<file path="config.mk">
export PLATFORM = sky130hd
export DESIGN_NAME = modified_utf8_decoder_core
export DESIGN_NICKNAME = d
export VERILOG_FILES = /design/src/hdl/mu8_pkg.sv /design/src/hdl/mu8_in_stage.sv /design/src/hdl/mu8_decode.sv /design/src/hdl/mu8_out_stage.sv /design/src/hdl/modified_utf8_decoder_core.sv
export SDC_FILE = /design/constraint.sdc
export NUM_CORES = 1
export LEC_CHECK = 0
export BUFFER_PORTS_ARGS = -buffer_cell sky130_fd_sc_hd__buf_2
export CORE_MARGIN = 5
export CORE_UTILIZATION = 28
export CTS_CLUSTER_DIAMETER = 50
export DETAILED_ROUTE_END_ITERATION = 8
export PLACE_DENSITY = 0.48
export SYNTH_ARGS = -nofsm -noshare
export SYNTH_HDL_FRONTEND = slang
export SYNTH_SLANG_ARGS = --single-unit
</file>
<file path="constraint.sdc">
create_clock -name clk -period 5.1 [get_ports clk]
set_input_delay 1.02 -clock clk [delete_from_list [all_inputs] [get_ports clk]]
set_output_delay 1.02 -clock clk [all_outputs]
set_load 0.01 [all_outputs]
</file>
<file path="src/hdl/mu8_pkg.sv">
// ----------------------------------------------------------------------------
// mu8_pkg
// Types and constants shared by the modified UTF-8 decoder modules.
// ----------------------------------------------------------------------------
package mu8_pkg;

	localparam int unsigned BYTE_W  = 8;
	localparam int unsigned UNIT_W  = 16;
	localparam int unsigned COUNT_OUT_W = 24;

	localparam logic [BYTE_W-1:0] CONT_MASK  = 8'hc0;
	localparam logic [BYTE_W-1:0] CONT_CODE  = 8'h80;
	localparam logic [BYTE_W-1:0] LEAD2_MASK = 8'he0;
	localparam logic [BYTE_W-1:0] LEAD2_CODE = 8'hc0;
	localparam logic [BYTE_W-1:0] LEAD3_MASK = 8'hf0;
	localparam logic [BYTE_W-1:0] LEAD3_CODE = 8'he0;
	localparam logic [BYTE_W-1:0] ASCII_MASK = 8'h80;
	localparam logic [BYTE_W-1:0] LEAD2_BITS = 8'h1f;
	localparam logic [BYTE_W-1:0] LEAD3_BITS = 8'h0f;
	localparam logic [BYTE_W-1:0] CONT_BITS  = 8'h3f;

	typedef enum logic [1:0] {
		KIND_CHAR  = 2'd0,
		KIND_END   = 2'd1,
		KIND_ERROR = 2'd2
	} kind_t;

	typedef enum logic [4:0] {
		PH_IDLE       = 5'b00001,
		PH_TWO_LAST   = 5'b00010,
		PH_THREE_MID  = 5'b00100,
		PH_THREE_LAST = 5'b01000,
		PH_DROP       = 5'b10000
	} phase_t;

	typedef struct packed {
		logic [UNIT_W-1:0]      code_unit;
		kind_t                  kind;
		logic [COUNT_OUT_W-1:0] char_count;
	} result_t;

endpackage

</file>
<file path="src/hdl/mu8_in_stage.sv">
// ----------------------------------------------------------------------------
// mu8_in_stage
// Input register: captures one byte per request and holds it for decode.
// ----------------------------------------------------------------------------
module mu8_in_stage (
	input  logic                       clk,
	input  logic                       arst_n,
	input  logic                       in_valid,
	output logic                       in_ready,
	input  logic [mu8_pkg::BYTE_W-1:0] in_byte,
	input  logic                       take,
	output logic                       valid_s1,
	output logic [mu8_pkg::BYTE_W-1:0] byte_s1
);
	import mu8_pkg::*;

	assign in_ready = !valid_s1 || take;

	always_ff @(posedge clk or negedge arst_n) begin
		if (!arst_n) begin
			valid_s1 <= 1'b0;
		end else if (in_ready) begin
			valid_s1 <= in_valid;
		end
	end

	always_ff @(posedge clk) begin
		if (in_valid && in_ready) begin
			byte_s1 <= in_byte;
		end
	end

endmodule

</file>
<file path="src/hdl/mu8_decode.sv">
// ----------------------------------------------------------------------------
// mu8_decode
// Per-byte decode: phase, partial code unit and string character count.
// ----------------------------------------------------------------------------
module mu8_decode #(
	parameter int unsigned COUNT_WIDTH = 24
) (
	input  logic                       clk,
	input  logic                       arst_n,
	input  logic                       adv,
	input  logic [mu8_pkg::BYTE_W-1:0] byte_s1,
	output logic                       emit,
	output mu8_pkg::result_t           res
);
	import mu8_pkg::*;

	phase_t                   phase_q, phase_d;
	logic [UNIT_W-1:0]        part_q, part_d;
	logic [COUNT_WIDTH-1:0]   cnt_q, cnt_d, cnt_inc;
	logic                     cont, zero;
	logic [UNIT_W-1:0]        merged;

	assign cont    = (byte_s1 & CONT_MASK) == CONT_CODE;
	assign zero    = byte_s1 == '0;
	assign merged  = {part_q[UNIT_W-7:0], byte_s1[5:0]};
	assign cnt_inc = (cnt_q != '1) ? cnt_q + 1'b1 : cnt_q;

	always_comb begin
		phase_d        = phase_q;
		part_d         = part_q;
		cnt_d          = cnt_q;
		emit           = 1'b0;
		res.code_unit  = '0;
		res.kind       = KIND_CHAR;
		res.char_count = COUNT_OUT_W'(cnt_q);
		unique case (phase_q) inside
			PH_TWO_LAST, PH_THREE_MID, PH_THREE_LAST: begin
				if (!cont) begin
					emit     = 1'b1;
					res.kind = KIND_ERROR;
					part_d   = '0;
					if (zero) begin
						phase_d = PH_IDLE;
						cnt_d   = '0;
					end else begin
						phase_d = PH_DROP;
					end
				end else if (phase_q == PH_THREE_MID) begin
					part_d  = merged;
					phase_d = PH_THREE_LAST;
				end else begin
					phase_d        = PH_IDLE;
					emit           = 1'b1;
					res.code_unit  = merged;
					cnt_d          = cnt_inc;
					res.char_count = COUNT_OUT_W'(cnt_inc);
				end
			end
			PH_DROP: begin
				if (zero) begin
					phase_d = PH_IDLE;
					cnt_d   = '0;
				end
			end
			default: begin
				phase_d = PH_IDLE;
				if (zero) begin
					emit     = 1'b1;
					res.kind = KIND_END;
					cnt_d    = '0;
				end else if ((byte_s1 & ASCII_MASK) == '0) begin
					emit           = 1'b1;
					res.code_unit  = UNIT_W'(byte_s1);
					cnt_d          = cnt_inc;
					res.char_count = COUNT_OUT_W'(cnt_inc);
				end else if ((byte_s1 & LEAD2_MASK) == LEAD2_CODE) begin
					part_d  = UNIT_W'(byte_s1 & LEAD2_BITS);
					phase_d = PH_TWO_LAST;
				end else if ((byte_s1 & LEAD3_MASK) == LEAD3_CODE) begin
					part_d  = UNIT_W'(byte_s1 & LEAD3_BITS);
					phase_d = PH_THREE_MID;
				end else begin
					emit     = 1'b1;
					res.kind = KIND_ERROR;
					part_d   = '0;
					phase_d  = PH_DROP;
				end
			end
		endcase
	end

	always_ff @(posedge clk or negedge arst_n) begin
		if (!arst_n) begin
			phase_q <= PH_IDLE;
			part_q  <= '0;
			cnt_q   <= '0;
		end else if (adv) begin
			phase_q <= phase_d;
			part_q  <= part_d;
			cnt_q   <= cnt_d;
		end
	end

`ifndef SYNTH
	a_end_clears: assert property (@(posedge clk) disable iff (!arst_n)
		adv && emit && res.kind == KIND_END |=> cnt_q == '0)
		else $error("count not cleared after end of string");
	a_char_counted: assert property (@(posedge clk) disable iff (!arst_n)
		adv && emit && res.kind == KIND_CHAR |=> cnt_q != '0)
		else $error("character result left count at zero");
	a_drop_silent: assert property (@(posedge clk) disable iff (!arst_n)
		phase_q == PH_DROP |-> !emit)
		else $error("result produced while dropping");
	a_error_zero_unit: assert property (@(posedge clk) disable iff (!arst_n)
		emit && res.kind != KIND_CHAR |-> res.code_unit == '0)
		else $error("non-character result carries a code unit");
`endif

endmodule

</file>
<file path="src/hdl/mu8_out_stage.sv">
// ----------------------------------------------------------------------------
// mu8_out_stage
// Result register: holds one result until the receiver takes it.
// ----------------------------------------------------------------------------
module mu8_out_stage (
	input  logic                            clk,
	input  logic                            arst_n,
	input  logic                            res_valid,
	input  mu8_pkg::result_t                res,
	output logic                            can_take,
	output logic                            out_valid,
	input  logic                            out_ready,
	output logic [mu8_pkg::UNIT_W-1:0]      code_unit,
	output logic [1:0]                      kind,
	output logic [mu8_pkg::COUNT_OUT_W-1:0] char_count
);
	import mu8_pkg::*;

	result_t res_s2;

	assign can_take = !out_valid || out_ready;

	always_ff @(posedge clk or negedge arst_n) begin
		if (!arst_n) begin
			out_valid <= 1'b0;
		end else if (can_take) begin
			out_valid <= res_valid;
		end
	end

	always_ff @(posedge clk) begin
		if (can_take && res_valid) begin
			res_s2 <= res;
		end
	end

	assign code_unit  = res_s2.code_unit;
	assign kind       = res_s2.kind;
	assign char_count = res_s2.char_count;

endmodule

</file>
<file path="src/hdl/modified_utf8_decoder_core.sv">
// ----------------------------------------------------------------------------
// modified_utf8_decoder_core
// Java-style modified UTF-8 decoder: bytes in, 16-bit code units out.
// ----------------------------------------------------------------------------
// Usage:
//   Input channel in_valid/in_ready carries one byte per request (in_byte).
//   Output channel out_valid/out_ready carries code_unit, kind and
//   char_count. kind 0 is a character, 1 is end of string (zero byte at a
//   character boundary, count then clears), 2 is a malformed sequence, after
//   which bytes up to the next zero byte are dropped, unless the bad byte was zero.
//   Lead and middle bytes of a multi-byte form produce no result.
//   A byte that produces a result passes the input register, then the
//   result register, before it shows on the output.
//   Throughput: one byte per cycle while the receiver does not stall, set
//   by the single decode stage between the input and result registers.
//   Reset (arst_n low) empties both registers, returns to a character
//   boundary and clears the count.
//   When the receiver stalls, the result register holds; the input register
//   still takes a byte that produces no result, and otherwise holds too.
// ----------------------------------------------------------------------------
module modified_utf8_decoder_core #(
	parameter int unsigned COUNT_WIDTH = 24
) (
	input  logic                            clk,
	input  logic                            arst_n,
	input  logic                            in_valid,
	output logic                            in_ready,
	input  logic [mu8_pkg::BYTE_W-1:0]      in_byte,
	output logic                            out_valid,
	input  logic                            out_ready,
	output logic [mu8_pkg::UNIT_W-1:0]      code_unit,
	output logic [1:0]                      kind,
	output logic [mu8_pkg::COUNT_OUT_W-1:0] char_count
);
	import mu8_pkg::*;

	logic              valid_s1;
	logic [BYTE_W-1:0] byte_s1;
	logic              adv;
	logic              emit;
	logic              can_take;
	result_t           res;

	assign adv = valid_s1 && (can_take || !emit);

	mu8_in_stage u_in (
		.clk      (clk),
		.arst_n   (arst_n),
		.in_valid (in_valid),
		.in_ready (in_ready),
		.in_byte  (in_byte),
		.take     (adv),
		.valid_s1 (valid_s1),
		.byte_s1  (byte_s1)
	);

	mu8_decode #(
		.COUNT_WIDTH (COUNT_WIDTH)
	) u_dec (
		.clk     (clk),
		.arst_n  (arst_n),
		.adv     (adv),
		.byte_s1 (byte_s1),
		.emit    (emit),
		.res     (res)
	);

	mu8_out_stage u_out (
		.clk        (clk),
		.arst_n     (arst_n),
		.res_valid  (adv && emit),
		.res        (res),
		.can_take   (can_take),
		.out_valid  (out_valid),
		.out_ready  (out_ready),
		.code_unit  (code_unit),
		.kind       (kind),
		.char_count (char_count)
	);

endmodule

</file>
Yosys cells after proc, flatten, opt, wreduce, memory -nomap -nowiden
Index checks and enable logic that the tools add are counted.

storage, ports and cells
  word-level logic and storage cells = 80
  register bits = 91
  bits of input ports = 12
  output and inout port bits = 44

operators by class
  multiplexer cells = 42
  eq/ne operators = 12
  bitwise gates (word level) = 1
  $add $sub $neg = 1
  reduce and logical (&&, ||, !) cells = 15

operator list
  cell                   number
  $mux 24                8
  $pmux 42 s2            1
  $pmux 24 s2            1
  $mux 10                4
  $mux 5                 8
  $mux 16                2
  $add 24x1->24 const B  1
  $ne 24x24->1 const B   1
  $pmux 10 s2            1
  $logic_not 8->1        2
  $mux 8                 2
  $mux 2                 5
  $pmux 5 s2             1
  $mux 4                 2
  $mux 1                 6
  $eq 5x2->1 const B     1
  $eq 5x3->1 const B     1
  $eq 5x4->1 const B     1
  $eq 5x5->1 const B     1
  $reduce_and 5->1       1
  $eq 4x4->1 const B     1
  $logic_and 1x1->1      4
  $ne 2x2->1 const B     2
  $eq 3x3->1 const B     1
  other kinds (9)        13

Longest topological paths before layout
  depth after elaboration = 11
  gate-level depth with buffers = 10
  depth with buffers taken out = 8

Hierarchy
From an unflattened synthesis, not the netlist that was laid out.

second synthesis, totals
  cell total of the unflattened synthesis = 571
  area, all modules = 5417.7 sq um

by module, submodules not included
  module                      area an instance (sq um)  cells an instance  seq. area each (sq um)  times used
  mu8_decode                  3789.9                    510                977.2                   1
  mu8_out_stage               1315.0                    46                 1286.2                  1
  mu8_in_stage                294.0                     12                 265.3                   1
  modified_utf8_decoder_core  18.8                      3                  0.0                     1

Worst setup path after synthesis
Ideal clock, no wire load.

  path type = reg-to-reg
  start point = register u_dec.phase_q[1]
  end point = register u_out.res_s2, in the netlist u_out.char_count[0] (enable)
  buffers on the path = 2
  slack = 1.922 ns
  setup time = 0.404 ns
  period minus slack after synthesis = 3.178 ns
  data arrival time = 2.774 ns
  cell stages (with the launch flop) = 8
  path through = dfrtp_1 -> buf_2 -> or4b_4 -> nor3_4 -> o21a_2 -> a21o_2 -> buf_2 -> and2_1

between the ends
  word-level cells in the longest chain between the ends = 9

ends and longest elaborated chain
  element                 RTL line                          source
  start, declared         mu8_decode.sv:17                  phase_t phase_q, phase_d;
  start signal, assigned  mu8_decode.sv:98                  phase_q <= phase_d;
  $eq 5x3->1              mu8_decode.sv:48                  end else if (phase_q == PH_THREE_MID) begin
  $mux 1                  mu8_decode.sv:48
  $mux 1                  mu8_decode.sv:38                  if (!cont) begin
  $pmux 1 s2 (*)          mu8_decode.sv:36                  unique case (phase_q) inside
  $logic_not 1->1         modified_utf8_decoder_core.sv:44  assign adv = valid_s1 && (can_take || !emit);
  $logic_or 1x1->1        modified_utf8_decoder_core.sv:44
  $logic_and 1x1->1       modified_utf8_decoder_core.sv:44
  $logic_and 1x1->1 (*)   modified_utf8_decoder_core.sv:71  .res_valid (adv && emit),
  $logic_and 1x1->1 (*)   mu8_out_stage.sv:32               if (can_take && res_valid) begin
  end signal, assigned    mu8_out_stage.sv:33               res_s2 <= res;
  end, declared           mu8_out_stage.sv:19               result_t res_s2;

Every way passes the cells marked *; elsewhere a longest branch is shown, timed or not.
A chain may end at the register's enable or synchronous reset.

Worst setup path after layout
  start point = register u_dec.phase_q[3]
  end point = output in_ready

between the ends
  word-level cells in the longest chain between the ends = 8

ends and longest elaborated chain
  element                RTL line                          source
  $eq 5x3->1             mu8_decode.sv:48
  $mux 1                 mu8_decode.sv:48
  $mux 1                 mu8_decode.sv:38
  $pmux 1 s2 (*)         mu8_decode.sv:36
  $logic_not 1->1 (*)    modified_utf8_decoder_core.sv:44
  $logic_or 1x1->1 (*)   modified_utf8_decoder_core.sv:44
  $logic_and 1x1->1 (*)  modified_utf8_decoder_core.sv:44
  $logic_or 1x1->1 (*)   mu8_in_stage.sv:17                assign in_ready = !valid_s1 || take;
  end, declared          modified_utf8_decoder_core.sv:27  output logic in_ready,

Marked as above.

==> results.toml <==
[cts]
clkTransAtPathRegs_ns = 0.07
max-clock-path-buffers = 2
cts-buffers-inserted = 9
cts_sinks = 91
hold_buffers = 0
post-cts-setup-buffer-count = 0
cts_tree = "done"
htree_num_levels = 3
root_buffer = "clkbuf_16"
clk_latency_ns = 0.35
post_cts_resized = 0

[setup_path]
path_max_fanout = 25
worstPathArrival_ns = 2.57
ff2ff_setup_slack_ns = 1.74
start_kind = "register"
worstSetupPathType = "reg2out"
required_ns = 4.08
crit_path_end_kind = "output port"

[sta]
holdWs_ns = 0.4893
finalCriticalPeriod_ns = 3.585
slew_violations = 0
grt_setup_unrepaired = "no"
hold_violations = 0
fin_crit_sh = 0.7030
max_freq_ghz = 0.2789
fin_skew_ns = 0.007177
finalSetupViolations = 0
tns_ns = 0
worst_slew_pin_slew_ns = 1.056
relSlewSlack = 0.2957

[power_and_ir_drop]
p_seq_frac = 0.410
p_sw_uw = 1216
p_comb_frac = 0.363
clock_power_share = 0.226
switching_share = 0.4105
power.internal_uw = 1747
peakVddDrop_v = 0.0002135
power.density_mw_per_mm2 = 479.3
leakage_uw = 0.002378

[die]
die_area_mm2 = 0.02231
core-area_mm2 = 0.01927
die_h_um = 149.4
die_width_um = 149.4
start_util = 0.2822
row_count = 51
io_pins = 56

[drt]
wl_per_cell_um = 18.72
drt_drc_violations_left = 0
vias = 4873
drt_pre_antenna_iters = 5
drt-initial-drc-count = 480
wirelength_um = 16570
drtAntennaViolNets = 0
avgViaCountPerCell = 5.506

[synthesis]
avgSynthCellArea_um2 = 9.279
syn_area_mm2 = 0.005438
ys_seq_area_frac = 0.4650
synthCells = 586
synth-seq-cells = 91
syn_nets = 599
synthFlopType = "edfxtp_1"
synth_edf_count = 50
synth_cell_types = 72
ys_top_cells_by_count = "nand2_1, o21ai_0, edfxtp_1, nor2_1, a21oi_1"
synth.most_common_cell = "nand2_1"
async_reset_ff_frac = 0.4505
synth_top_area_cell = "edfxtp_1"
synth_area_leaders = "edfxtp_1, dfrtp_1, o21ai_0"
synth_top_area_frac = 0.2761
yosysWarnings = 0

[status]
status = "finished, final reports clean"

[finish]
drive_gt1_frac = 0.1726
antenna_cells = 0
nNetsFinal = 628
syn2layout_area_growth_pct = 13.69

[global_route]
met2_usage = 0.2443
grt_pass1_vias = 4700
grt_overflow = 0
use_met3 = 0.03130
track_usage = 0.1506
grt_first_pass_wirelength_um = 26370
top_usage_layer = "met2"
grt_max_degree = 43
grt_util_met1 = 0.1987
antenna_found_initial = 0

[placed_design]
gp_congestion = 0.9177
hpwl_um = 11550
io_buffers = 55

[job]
drv_cap = 0

[worst_hold_path]
min_path_type = "reg2reg"
registers in the layout (all words and copies together) (netlist names):
name	flops
u_in.valid_s1	1
u_dec.cnt_q	24
u_out.char_count	24
u_out.out_valid	1
u_out.code_unit	16
u_out.kind	2
u_dec.part_q	10
u_dec.phase_q	5
u_in.byte_s1	8
layer usage:
layer,up-vias,share of wire
met1,2361,0.44
met5,-,0
met2,219,0.47
li1,2259,-
met4,0,0.021
met3,34,0.063
layout make-up:
cell class / count / area [um^2]
fill: 2014 / 13090
multi-input combinational: 446 / 2683
sequential: 91 / 2529
tap: 265 / 331.6
timing repair buffer: 61 / 320.3
clock buffer: 9 / 225.2
clock inverter: 7 / 71.32
inverter: 6 / 22.52
critical path, cell delays in order (launching register included):
cell	delay [ns]
dfrtp_1	0.58
xor2_1	0.36
o211ai_2	0.14
buf_4	0.26
o21ai_0	0.30
nand2_1	0.12
or2_2	0.30
buf_2	0.15
cells by family (layout without fill, tap and decap cells):
logic type,Yosys count,after routing,synth area share
muxes,1,1,0.001841
xor gates and xnor gates,22,22,0.03544
DFF,91,91,0.4650
AOI/OAI and AO/OA,191,191,0.2301
buffers and inverters,49,83,0.04188
and+or+nand+nor,231,231,0.2234
adders and majority gates,1,1,0.002301
path summary, 6_finish.rpt:
| path | start | end | cells after the start |
|---|---|---|---|
| max in group asynchronous | arst_n | u_dec.part_q[4] | 1 |
| worst max register to register | u_in.byte_s1[7] | u_out.char_count[17] | 8 |
| worst min-delay path | u_dec.part_q[4] | u_dec.part_q[4] | 2 |
| min in group asynchronous | arst_n | u_dec.cnt_q[17] | 1 |
| worst max-delay path | u_dec.phase_q[3] | in_ready | 7 |
| worst min register to register | u_dec.part_q[4] | u_dec.part_q[4] | 2 |
metrics by stage:
stage	power, uW	utilization	cells	cell area (um^2)	worst slack [ns]
4_1_cts	2996	0.3208	885	6182	1.525
6_report	2963	0.3208	885	6182	1.515
5_1_grt	3141	0.3208	885	6182	1.355
3_5_place_dp	2315	0.3054	869	5886	1.778
2_1_floorplan	1888	-	586	5438	1.922
3_3_place_gp	2303	0.3054	869	5886	1.858
cells in the final DEF (no fill, tap or decap), types with 13 or more instances in the layout:
cell type / count
xor2_1: 14
dfrtp_1: 40
a21oi_1: 41
nand2_1: 67
nor2_1: 49
nand3_1: 18
nand4_1: 13
buf_2: 55
edfxtp_1: 50
o21ai_0: 56
power groups by stage:
stage               Clock [uW]  Sequential, uW  Combinational, uW
floorplan                    0            1240                653
global placement             0            1230               1080
detailed placement           0            1230               1090
CTS                        691            1220               1090
global route               718            1250               1180
finish                     671            1220               1080
(Power assumes the default switching activity.)
